**src/sv/m3iu_pkg.sv**
```systemverilog
`default_nettype none

package m3iu_pkg;

  // Command codes carried in the action field.
  localparam logic [3:0] ACT_LOAD_A  = 4'd0;
  localparam logic [3:0] ACT_LOAD_B  = 4'd1;
  localparam logic [3:0] ACT_ADD     = 4'd2;
  localparam logic [3:0] ACT_SUB     = 4'd3;
  localparam logic [3:0] ACT_SCALE_A = 4'd4;
  localparam logic [3:0] ACT_SCALE_B = 4'd5;
  localparam logic [3:0] ACT_MUL     = 4'd6;
  localparam logic [3:0] ACT_TRANS_A = 4'd7;
  localparam logic [3:0] ACT_TRANS_B = 4'd8;
  localparam logic [3:0] ACT_READ    = 4'd9;
  localparam logic [3:0] ACT_DIAG    = 4'd10;
  localparam logic [3:0] ACT_IDENT   = 4'd11;
  localparam logic [3:0] ACT_SYMM    = 4'd12;

  // Matrix selector codes.
  localparam logic [1:0] SEL_A = 2'd0;
  localparam logic [1:0] SEL_B = 2'd1;

  // Operations of the shared arithmetic unit.
  localparam logic [1:0] OP_ADD  = 2'd0;
  localparam logic [1:0] OP_SUB  = 2'd1;
  localparam logic [1:0] OP_MAC  = 2'd2;
  localparam logic [1:0] OP_PASS = 2'd3;

  typedef struct packed {
    logic [3:0]         action;
    logic [1:0]         which;
    logic [1:0]         row;
    logic [1:0]         col;
    logic signed [31:0] value;
  } cmd_t;

  typedef struct packed {
    logic signed [31:0] data;
    logic               flag;
    logic               last;
  } rsp_t;

  typedef struct packed {
    logic       start;
    logic [1:0] op;
  } alu_ctl_t;

endpackage

`default_nettype wire

```
**src/sv/m3iu_ram.sv**
```systemverilog
`default_nettype none

module m3iu_ram #(
  parameter int WIDTH = 32,
  parameter int DEPTH = 9,
  localparam int AW = $clog2(DEPTH)
) (
  input  logic             clk,
  input  logic             we,
  input  logic [AW-1:0]    waddr,
  input  logic [WIDTH-1:0] wdata,
  input  logic [AW-1:0]    raddr0,
  input  logic [AW-1:0]    raddr1,
  output logic [WIDTH-1:0] rdata0,
  output logic [WIDTH-1:0] rdata1
);

  logic [WIDTH-1:0] mem [DEPTH];

  always_ff @(posedge clk) begin
    if (we) begin
      mem[waddr] <= wdata;
    end
    rdata0 <= mem[raddr0];
    rdata1 <= mem[raddr1];
  end

endmodule

`default_nettype wire

```
**src/sv/m3iu_mat.sv**
```systemverilog
`default_nettype none

module m3iu_mat #(
  parameter int WIDTH = 32,
  parameter int DEPTH = 9,
  localparam int AW = $clog2(DEPTH)
) (
  input  logic             clk,
  input  logic             rst,
  input  logic             we,
  input  logic [AW-1:0]    waddr,
  input  logic [WIDTH-1:0] wdata,
  input  logic [AW-1:0]    raddr0,
  input  logic [AW-1:0]    raddr1,
  output logic [WIDTH-1:0] rdata0,
  output logic [WIDTH-1:0] rdata1
);

  // An entry that has not been written since reset reads as zero.
  logic [DEPTH-1:0] vld;
  logic             vld0;
  logic             vld1;
  logic [WIDTH-1:0] q0;
  logic [WIDTH-1:0] q1;

  m3iu_ram #(
    .WIDTH(WIDTH),
    .DEPTH(DEPTH)
  ) u_ram (
    .clk   (clk),
    .we    (we),
    .waddr (waddr),
    .wdata (wdata),
    .raddr0(raddr0),
    .raddr1(raddr1),
    .rdata0(q0),
    .rdata1(q1)
  );

  always_ff @(posedge clk) begin
    if (rst) begin
      vld  <= '0;
      vld0 <= 1'b0;
      vld1 <= 1'b0;
    end else begin
      if (we) begin
        vld[waddr] <= 1'b1;
      end
      vld0 <= vld[raddr0];
      vld1 <= vld[raddr1];
    end
  end

  assign rdata0 = vld0 ? q0 : '0;
  assign rdata1 = vld1 ? q1 : '0;

endmodule

`default_nettype wire

```
**src/sv/m3iu_alu.sv**
```systemverilog
`default_nettype none

module m3iu_alu #(
  parameter int WIDTH = 32
) (
  input  logic                clk,
  input  logic                rst,
  input  m3iu_pkg::alu_ctl_t  ctl,
  input  logic [WIDTH-1:0]    a,
  input  logic [WIDTH-1:0]    b,
  input  logic [WIDTH-1:0]    c,
  output logic                done,
  output logic [WIDTH-1:0]    res
);

  import m3iu_pkg::*;

  // Multiplier operand width; wider elements are split into partial products.
  localparam int HW  = (WIDTH > 32) ? 32 : WIDTH;
  localparam int NPP = (WIDTH > 32) ? 3 : 1;
  localparam int CW  = $clog2(NPP + 1);
  localparam logic [CW-1:0] NPP_C = CW'(NPP);

  logic              busy;
  logic [CW-1:0]     cnt;
  logic [WIDTH-1:0]  a_r;
  logic [WIDTH-1:0]  b_r;
  logic [WIDTH-1:0]  a_sh;
  logic [WIDTH-1:0]  b_sh;
  logic [HW-1:0]     mul_x;
  logic [HW-1:0]     mul_y;
  logic [2*HW-1:0]   prod;
  logic [2*HW-1:0]   pp_r;
  logic [WIDTH-1:0]  pp_lo;
  logic [WIDTH-1:0]  term;
  logic [WIDTH-1:0]  sum;

  assign a_sh = a_r >> HW;
  assign b_sh = b_r >> HW;

  // Step zero multiplies the low halves; the two cross terms follow when split.
  always_comb begin
    case (cnt)
      CW'(0): begin
        mul_x = a_r[HW-1:0];
        mul_y = b_r[HW-1:0];
      end
      CW'(1): begin
        mul_x = a_r[HW-1:0];
        mul_y = b_sh[HW-1:0];
      end
      default: begin
        mul_x = a_sh[HW-1:0];
        mul_y = b_r[HW-1:0];
      end
    endcase
  end

  assign prod  = (2*HW)'(mul_x) * (2*HW)'(mul_y);
  assign pp_lo = pp_r[WIDTH-1:0];
  assign term  = (cnt == CW'(1)) ? pp_lo : (pp_lo << HW);

  always_ff @(posedge clk) begin
    if (rst) begin
      busy <= 1'b0;
      cnt  <= '0;
      done <= 1'b0;
    end else begin
      done <= 1'b0;
      if (ctl.start) begin
        busy <= (ctl.op == OP_MAC);
        done <= (ctl.op != OP_MAC);
        cnt  <= '0;
      end else if (busy) begin
        cnt <= cnt + CW'(1);
        if (cnt == NPP_C) begin
          busy <= 1'b0;
          done <= 1'b1;
        end
      end
    end
  end

  always_ff @(posedge clk) begin
    if (ctl.start) begin
      a_r <= a;
      b_r <= b;
      unique case (ctl.op)
        OP_ADD:  sum <= a + b;
        OP_SUB:  sum <= a - b;
        OP_PASS: sum <= a;
        OP_MAC:  sum <= c;
      endcase
    end else if (busy) begin
      if (cnt < NPP_C) begin
        pp_r <= prod;
      end
      if (cnt != '0) begin
        sum <= sum + term;
      end
    end
  end

  assign res = sum;

endmodule

`default_nettype wire

```
**src/sv/matrix_3x3_integer_unit.sv**
```systemverilog
`default_nettype none

// Holds three DIM x DIM integer matrices A, B and C (all zero after reset) and
// runs one command transaction at a time: loading an element of A or B leaves
// the command port open, undefined action codes are ignored, and every other
// command closes the command port until it is finished. Element work goes
// through one shared add/subtract/multiply-accumulate/pass unit, element by
// element, reading each element from the registered matrix memories in the
// state before it is used. The multiply-accumulate unit forms one partial
// product for elements up to 32 bits and three above. Read-outs and matrix
// tests wait while the result side stalls. Results wait in an output register.
module matrix_3x3_integer_unit #(
  parameter int DIM        = 3,
  parameter int ELEM_WIDTH = 32
) (
  input  logic            clk,
  input  logic            rst,
  input  logic            cmd_valid,
  output logic            cmd_stall,
  input  m3iu_pkg::cmd_t  cmd,
  output logic            rsp_valid,
  input  logic            rsp_stall,
  output m3iu_pkg::rsp_t  rsp
);

  import m3iu_pkg::*;

  localparam int NELEM = DIM * DIM;
  localparam int AW    = $clog2(NELEM);
  localparam int IW    = $clog2(DIM);
  localparam logic [IW-1:0] IMAX = IW'(DIM - 1);

  localparam logic [2:0] S_IDLE  = 3'd0;
  localparam logic [2:0] S_ISSUE = 3'd1;
  localparam logic [2:0] S_DATA  = 3'd2;
  localparam logic [2:0] S_CALC  = 3'd3;
  localparam logic [2:0] S_OUT   = 3'd4;

  logic [2:0]            state;
  logic [2:0]            state_next;
  logic [3:0]            act;
  logic [1:0]            sel;
  logic [ELEM_WIDTH-1:0] val_w;
  logic [IW-1:0]         i;
  logic [IW-1:0]         j;
  logic [IW-1:0]         k;
  logic [ELEM_WIDTH-1:0] acc;
  logic                  ok;

  logic                  cmd_acc;
  logic                  rsp_free;
  logic                  rsp_load;
  logic                  last_e;
  logic                  adv;
  logic                  op_calc;
  logic                  op_read;
  logic                  op_test;
  logic                  op_mul;
  logic                  pass;

  logic [AW-1:0]         addr_e;
  logic [AW-1:0]         addr_t;
  logic [AW-1:0]         addr_ik;
  logic [AW-1:0]         addr_kj;
  logic [AW-1:0]         a_ra0;
  logic [AW-1:0]         b_ra0;
  logic [AW-1:0]         ld_addr;
  logic [ELEM_WIDTH-1:0] ld_data;
  logic                  load_ok;
  logic                  a_we;
  logic                  b_we;
  logic                  c_we;

  logic [ELEM_WIDTH-1:0] a_q0;
  logic [ELEM_WIDTH-1:0] a_q1;
  logic [ELEM_WIDTH-1:0] b_q0;
  logic [ELEM_WIDTH-1:0] b_q1;
  logic [ELEM_WIDTH-1:0] c_q0;
  logic [ELEM_WIDTH-1:0] c_q1;
  logic [ELEM_WIDTH-1:0] m0;
  logic [ELEM_WIDTH-1:0] m1;

  alu_ctl_t              alu_ctl;
  logic [ELEM_WIDTH-1:0] alu_a;
  logic [ELEM_WIDTH-1:0] alu_b;
  logic                  alu_done;
  logic [ELEM_WIDTH-1:0] alu_res;

  assign cmd_stall = (state != S_IDLE);
  assign cmd_acc   = cmd_valid && !cmd_stall;
  assign rsp_free  = !rsp_valid || !rsp_stall;
  assign last_e    = (i == IMAX) && (j == IMAX);

  always_comb begin
    op_calc = 1'b0;
    op_read = 1'b0;
    op_test = 1'b0;
    unique case (act) inside
      ACT_ADD, ACT_SUB, ACT_SCALE_A, ACT_SCALE_B, ACT_MUL, ACT_TRANS_A,
      ACT_TRANS_B:                    op_calc = 1'b1;
      ACT_READ:                       op_read = 1'b1;
      ACT_DIAG, ACT_IDENT, ACT_SYMM:  op_test = 1'b1;
      default:                        op_calc = 1'b0;
    endcase
  end
  assign op_mul = (act == ACT_MUL);

  // Element addresses from the row, column and inner-product counters.
  assign addr_e  = AW'(int'(i) * DIM + int'(j));
  assign addr_t  = AW'(int'(j) * DIM + int'(i));
  assign addr_ik = AW'(int'(i) * DIM + int'(k));
  assign addr_kj = AW'(int'(k) * DIM + int'(j));

  assign a_ra0 = op_mul ? addr_ik : ((act == ACT_TRANS_A) ? addr_t : addr_e);
  assign b_ra0 = op_mul ? addr_kj : ((act == ACT_TRANS_B) ? addr_t : addr_e);

  assign load_ok = (int'(cmd.row) < DIM) && (int'(cmd.col) < DIM);
  assign ld_addr = AW'(int'(cmd.row) * DIM + int'(cmd.col));
  assign ld_data = ELEM_WIDTH'($signed(cmd.value));
  assign a_we    = cmd_acc && (cmd.action == ACT_LOAD_A) && load_ok;
  assign b_we    = cmd_acc && (cmd.action == ACT_LOAD_B) && load_ok;
  assign c_we    = (state == S_CALC) && alu_done && !(op_mul && (k != IMAX));

  m3iu_mat #(.WIDTH(ELEM_WIDTH), .DEPTH(NELEM)) u_mat_a (
    .clk   (clk),
    .rst   (rst),
    .we    (a_we),
    .waddr (ld_addr),
    .wdata (ld_data),
    .raddr0(a_ra0),
    .raddr1(addr_t),
    .rdata0(a_q0),
    .rdata1(a_q1)
  );

  m3iu_mat #(.WIDTH(ELEM_WIDTH), .DEPTH(NELEM)) u_mat_b (
    .clk   (clk),
    .rst   (rst),
    .we    (b_we),
    .waddr (ld_addr),
    .wdata (ld_data),
    .raddr0(b_ra0),
    .raddr1(addr_t),
    .rdata0(b_q0),
    .rdata1(b_q1)
  );

  m3iu_mat #(.WIDTH(ELEM_WIDTH), .DEPTH(NELEM)) u_mat_c (
    .clk   (clk),
    .rst   (rst),
    .we    (c_we),
    .waddr (addr_e),
    .wdata (alu_res),
    .raddr0(addr_e),
    .raddr1(addr_t),
    .rdata0(c_q0),
    .rdata1(c_q1)
  );

  // Selector values above B both pick C.
  assign m0 = (sel == SEL_A) ? a_q0 : ((sel == SEL_B) ? b_q0 : c_q0);
  assign m1 = (sel == SEL_A) ? a_q1 : ((sel == SEL_B) ? b_q1 : c_q1);

  always_comb begin
    case (act)
      ACT_DIAG:  pass = (i == j) || (m0 == '0);
      ACT_IDENT: pass = (i == j) ? (m0 == ELEM_WIDTH'(1)) : (m0 == '0);
      ACT_SYMM:  pass = (m0 == m1);
      default:   pass = 1'b1;
    endcase
  end

  always_comb begin
    alu_ctl.start = (state == S_DATA) && op_calc;
    unique case (act) inside
      ACT_ADD:                              alu_ctl.op = OP_ADD;
      ACT_SUB:                              alu_ctl.op = OP_SUB;
      ACT_SCALE_A, ACT_SCALE_B, ACT_MUL:    alu_ctl.op = OP_MAC;
      default:                              alu_ctl.op = OP_PASS;
    endcase
  end

  assign alu_a = ((act == ACT_SCALE_B) || (act == ACT_TRANS_B)) ? b_q0 : a_q0;
  assign alu_b = ((act == ACT_SCALE_A) || (act == ACT_SCALE_B)) ? val_w : b_q0;

  m3iu_alu #(.WIDTH(ELEM_WIDTH)) u_alu (
    .clk (clk),
    .rst (rst),
    .ctl (alu_ctl),
    .a   (alu_a),
    .b   (alu_b),
    .c   (acc),
    .done(alu_done),
    .res (alu_res)
  );

  always_comb begin
    state_next = state;
    unique case (state)
      S_IDLE: begin
        if (cmd_acc) begin
          unique case (cmd.action) inside
            ACT_ADD, ACT_SUB, ACT_SCALE_A, ACT_SCALE_B, ACT_MUL, ACT_TRANS_A,
            ACT_TRANS_B, ACT_READ, ACT_DIAG, ACT_IDENT, ACT_SYMM:
              state_next = S_ISSUE;
            default: state_next = S_IDLE;
          endcase
        end
      end
      S_ISSUE: state_next = S_DATA;
      S_DATA: begin
        if (op_calc) begin
          state_next = S_CALC;
        end else if (op_read) begin
          if (rsp_free) begin
            state_next = last_e ? S_IDLE : S_ISSUE;
          end
        end else begin
          state_next = last_e ? S_OUT : S_ISSUE;
        end
      end
      S_CALC: begin
        if (alu_done) begin
          state_next = (c_we && last_e) ? S_IDLE : S_ISSUE;
        end
      end
      S_OUT: begin
        if (rsp_free) begin
          state_next = S_IDLE;
        end
      end
      default: state_next = S_IDLE;
    endcase
  end

  assign adv      = ((state == S_DATA) && op_read && rsp_free)
                  || ((state == S_DATA) && op_test) || c_we;
  assign rsp_load = rsp_free && (((state == S_DATA) && op_read) || (state == S_OUT));

  always_ff @(posedge clk) begin
    if (rst) begin
      state     <= S_IDLE;
      i         <= '0;
      j         <= '0;
      k         <= '0;
      rsp_valid <= 1'b0;
    end else begin
      state <= state_next;
      if (cmd_acc) begin
        i <= '0;
        j <= '0;
        k <= '0;
      end else if (adv) begin
        k <= '0;
        if (j == IMAX) begin
          j <= '0;
          i <= i + IW'(1);
        end else begin
          j <= j + IW'(1);
        end
      end else if ((state == S_CALC) && alu_done) begin
        k <= k + IW'(1);
      end
      if (rsp_load) begin
        rsp_valid <= 1'b1;
      end else if (!rsp_stall) begin
        rsp_valid <= 1'b0;
      end
    end
  end

  always_ff @(posedge clk) begin
    if (cmd_acc) begin
      act   <= cmd.action;
      sel   <= cmd.which;
      val_w <= ld_data;
      acc   <= '0;
      ok    <= 1'b1;
    end else begin
      if ((state == S_DATA) && op_test) begin
        ok <= ok & pass;
      end
      if ((state == S_CALC) && alu_done) begin
        acc <= c_we ? '0 : alu_res;
      end
    end
    if (rsp_load) begin
      rsp.data <= (state == S_OUT) ? '0 : 32'(m0);
      rsp.flag <= (state == S_OUT) && ok;
      rsp.last <= (state == S_OUT) || last_e;
    end
  end

endmodule

`default_nettype wire

```
**config.mk**
```make
export PLATFORM = sky130hd
export DESIGN_NAME = matrix_3x3_integer_unit
export DESIGN_NICKNAME = d
export VERILOG_FILES = /design/src/sv/m3iu_pkg.sv /design/src/sv/m3iu_ram.sv /design/src/sv/m3iu_mat.sv /design/src/sv/m3iu_alu.sv /design/src/sv/matrix_3x3_integer_unit.sv
export SDC_FILE = /design/constraint.sdc
export NUM_CORES = 2
export LEC_CHECK = 0
export BUFFER_PORTS_ARGS = -buffer_cell sky130_fd_sc_hd__buf_2
export CORE_UTILIZATION = 25
export DETAILED_ROUTE_END_ITERATION = 12
export HOLD_SLACK_MARGIN = 0.08
export PLACE_DENSITY = 0.38
export SLEW_MARGIN = 10
export SYNTH_ARGS = -nofsm -noshare
export SYNTH_HDL_FRONTEND = slang
export SYNTH_SLANG_ARGS = --single-unit
```
**constraint.sdc**
```tcl
create_clock -name clk -period 9.5 [get_ports clk]
set_input_delay 0.475 -clock clk [delete_from_list [all_inputs] [get_ports clk]]
set_output_delay 0.475 -clock clk [all_outputs]
set_load 0.02 [all_outputs]
```
==> run summary <==
At the end of the flow, the number of nets in the layout was 6,932. The class of the worst hold path is in2reg. The total of warnings raised by yosys is 0. Yosys mapped the design onto 77 distinct sky130hd cell types.

The library cell used most frequently in the layout, excluding fill and tap cells, is edfxtp_1. Setup repair after global routing left no endpoint under its margin. The aggregate global-route resource usage is 18.1%. The top fanout value on the critical path came out at 19. The total wire length is 280 mm. The hold path depth is 1. Detailed placement ended at an HPWL of 195 mm. The effective utilization at floorplan is 25.1%.

TritonCTS built the clock tree. The number of top-level pins came out at 82. The hold violation count in the final report came out at 0. The die covers 0.307 mm^2. The worst relative slew slack came out at 17.4%.

The vertical extent of the die came out at 554 um. After synthesis the netlist holds a flip-flop and latch count of 1,335. The length of the first detailed-routing pass in iterations is 5. The residual antenna-violating net count after detailed routing is 0. The first global-routing pass estimated 398 mm of wire. Derived from the worst setup path, the maximum achievable clock frequency is 122 MHz.

The number of cells on the worst reg-to-reg path is 26. The startpoint identified for the worst register-to-register timing path is u_alu.cnt. After layout, the worst path uses 86.3% of the clock period. The sequential-to-total area share from yosys stat came out at 49.1%. The cell area that synthesis handed to floorplanning was 0.0761 mm^2. The static leakage power is 0.0321 uW. In the layout the commonest cells are 1,064 x edfxtp_1, 789 x nand2_1, 450 x inv_1. The power per cell area is 183 mW/mm^2. The overall overflow remaining after global route is 0.

The share of synthesized flip-flops with an asynchronous set or reset came out at 0%. Entering global routing, the biggest net connects 103 pins. The run finished with clean final reports. The net count after synthesis is 6,873.

The type of origin of the critical path is a register. The initial DRC count came out at 4,110. For hold timing, the worst endpoint is u_mat_b.u_ram.mem[6][19]. The area overhead of the layout relative to synthesis came out at 14.7%. The initial antenna violation count was 38. The via count of the first global-routing pass was 51,392. For this run, the share of the core covered by cells in the final layout is 28.8%. The sequential cells in the finished layout cover a total of 0.0374 mm^2.

The number of failing setup endpoints in the final timing report came out at 0. The width of the die came out at 554 um. IR analysis of the VDD net gives a maximum drop of 0.156 mV. The number of buffers added on ports came out at 81. After detailed routing, the number of vias per cell comes to 4.83. After detailed routing, the average wire length per cell comes to 27.0 um.

Summing all multi-input logic gate instances after layout gives 0.0361 mm^2. Data arrives at the worst endpoint at 8.76 ns. The average instance area after synthesis came out at 12.3 um^2. Across all layers, the routed design uses 50,220 vias. The setup slack of the worst register-to-register path is 1.30 ns. The startpoint-to-endpoint class of the critical path is reg2reg. The setup TNS came out at 0 ns. The worst setup path is captured at a register. The terminus of the critical flop-to-flop path is u_alu.pp_r[30]. The fraction of final layout cells sized beyond drive strength 1 is 13.9%. The number of clock buffers inserted by TritonCTS came out at 160. The number of max-cap violations came out at 0. The minimum period implied by the final worst setup slack is 8.20 ns. The post-CTS resize count came out at 0. The count of flip-flops with a built-in enable after synthesis came out at 1,064.

For the worst setup path, the data required time is 10.07 ns. The number of max-slew violations in the final report is 0. The detailed-route DRC error count is 0. The startpoint of the worst hold path is cmd[19].

The insertion delay to the later sink of the worst-skew pair came out at 0.83 ns. The total number of clock tree sinks came out at 1,335. The buffer levels on the longest clock path came out at 3.

The count of standard-cell rows came out at 202. The deepest level of the CTS H-tree came out at 4. The measured slew at the worst slew-check pin is 1.23 ns.

The gate count after technology mapping is 6,206. The floorplan core area is 0.303 mm^2. The CTS clock-pin slew for the worst setup and hold paths came out at 0.06 ns.

Counting the fill cells in the layout gives 30,808. The clock arrives with 0.0483 ns of skew. Among all flip-flop cells after synthesis, the most frequent one is edfxtp_1. The cell at the root of the clock tree is clkbuf_16. The final RePlAce weighted congestion came out at 0.866.
==> per-layer routing <==
layer,GRT usage [%],vias to the layer above,wire [um]
met2,29.9,1400,133000
met5,0,-,41
li1,-,22155,-
met4,5.61,6,8990
met3,2.25,336,12100
met1,24.7,26323,126000
==> cells in the mapped netlist, types with 11 or more instances <==
cell | number | area, um^2
a211oi_1 | 14 | 105
a21o_1 | 33 | 248
a21oi_1 | 300 | 1500
a22oi_1 | 84 | 631
a311oi_1 | 37 | 324
a31oi_1 | 77 | 482
and2_1 | 338 | 2110
and3_1 | 43 | 269
buf_1 | 74 | 278
buf_2 | 15 | 75.1
clkbuf_1 | 281 | 1050
dfxtp_1 | 271 | 5430
edfxtp_1 | 1064 | 32000
fa_1 | 418 | 8370
ha_1 | 203 | 2540
inv_1 | 451 | 1690
mux2i_1 | 144 | 1440
mux4_2 | 329 | 7410
nand2_1 | 789 | 2960
nand2b_1 | 16 | 100
nand3_1 | 145 | 726
nand3b_1 | 32 | 240
nand4_1 | 16 | 100
nor2_1 | 374 | 1400
nor2b_1 | 43 | 269
nor3_1 | 35 | 175
o21ai_0 | 206 | 1030
o21ai_1 | 11 | 55.1
o21bai_1 | 15 | 113
xnor2_1 | 148 | 1300
xor2_1 | 68 | 596
==> report_power, final <==
part           internal [uW]  total (uW)  leakage, uW  switching (uW)
Clock                   3560        6160      0.00254            2600
Combinational           1230        3220       0.0176            1980
Sequential              6490        6620       0.0119             124
Total                  11300       16000       0.0321            4710
==> worst max-delay path by stage <==
stage | from | endpoint | slack [ns] | cells after the start
CTS | u_alu.cnt | u_alu.pp_r[30] | 1.20 | 26
floorplan | u_alu.cnt | u_alu.pp_r[31] | 1.89 | 27
global placement | u_alu.cnt | u_alu.pp_r[30] | 1.14 | 26
detailed placement | u_alu.cnt | u_alu.pp_r[30] | 1.21 | 26
global route | u_alu.cnt | u_alu.pp_r[30] | 0.82 | 26
finish | u_alu.cnt | u_alu.pp_r[30] | 1.30 | 26
==> state kept, by name (all words and copies together), names as in the netlist, 34 cells and up <==
register / count
rsp: 34
u_mat_c.u_ram.mem: 288
u_mat_a.u_ram.mem: 288
u_mat_b.u_ram.mem: 288
==> worst max-delay path, stage by stage (launching register included) <==
cell      delay, ns
dfxtp_2        0.49
nor2b_1        0.60
buf_4          0.32
nand2_1        0.09
fa_1           0.51
inv_1          0.06
fa_1           0.43
inv_1          0.08
fa_1           0.42
fa_1           0.49
inv_1          0.05
fa_1           0.49
inv_1          0.05
fa_1           0.61
fa_1           0.46
fa_1           0.49
inv_1          0.04
ha_1           0.32
nand3_1        0.15
o21ai_0        0.14
a21o_1         0.19
a21oi_1        0.22
a21oi_1        0.10
a311oi_1       0.61
o21ai_0        0.20
a21oi_1        0.20
xnor2_1        0.10
==> logic make-up (layout without fill, tap and decap cells) <==
group	count (synthesis)	count (layout)	share of synthesized area, %
mux	477	477	11.7
other cells	0	8	0
fa+ha+maj	621	621	14.3
flops	1335	1335	49.1
simple gates	1876	1876	11.5
buf+inv	825	1023	4.12
compound gates	856	856	6.80
xor+xnor	216	216	2.49
==> per-stage QoR <==
stage,std cells,hold slack (ns),instance area [um^2],setup WS [ns],power [uW]
6_report,10390,0.125,87300,1.30,16000
5_1_grt,10383,0.104,87300,0.820,16700
4_1_cts,10382,0.0823,87300,1.20,16200
3_5_place_dp,10052,0.462,81800,1.21,10000
3_3_place_gp,10052,0.462,81800,1.14,10000
2_1_floorplan,6206,0.418,76100,1.89,8730
==> layout make-up <==
cell class,count,area share (%)
clock buffers,230,5.10
inverters,451,1.94
flip-flops and latches,1335,42.8
well taps,3978,5.70
diodes,8,0.0229
repair buffers,271,2.22
clock inverters,71,0.893
multi-input cells,4046,41.3
==> repair_timing <==
item,4_1_cts,5_1_grt
setup buffers,0,0
hold buffers,29,0
hold endpoints to repair,376,0
endpoints found under the setup margin,0,0
No activity file was read; power rests on OpenSTA's default activity.
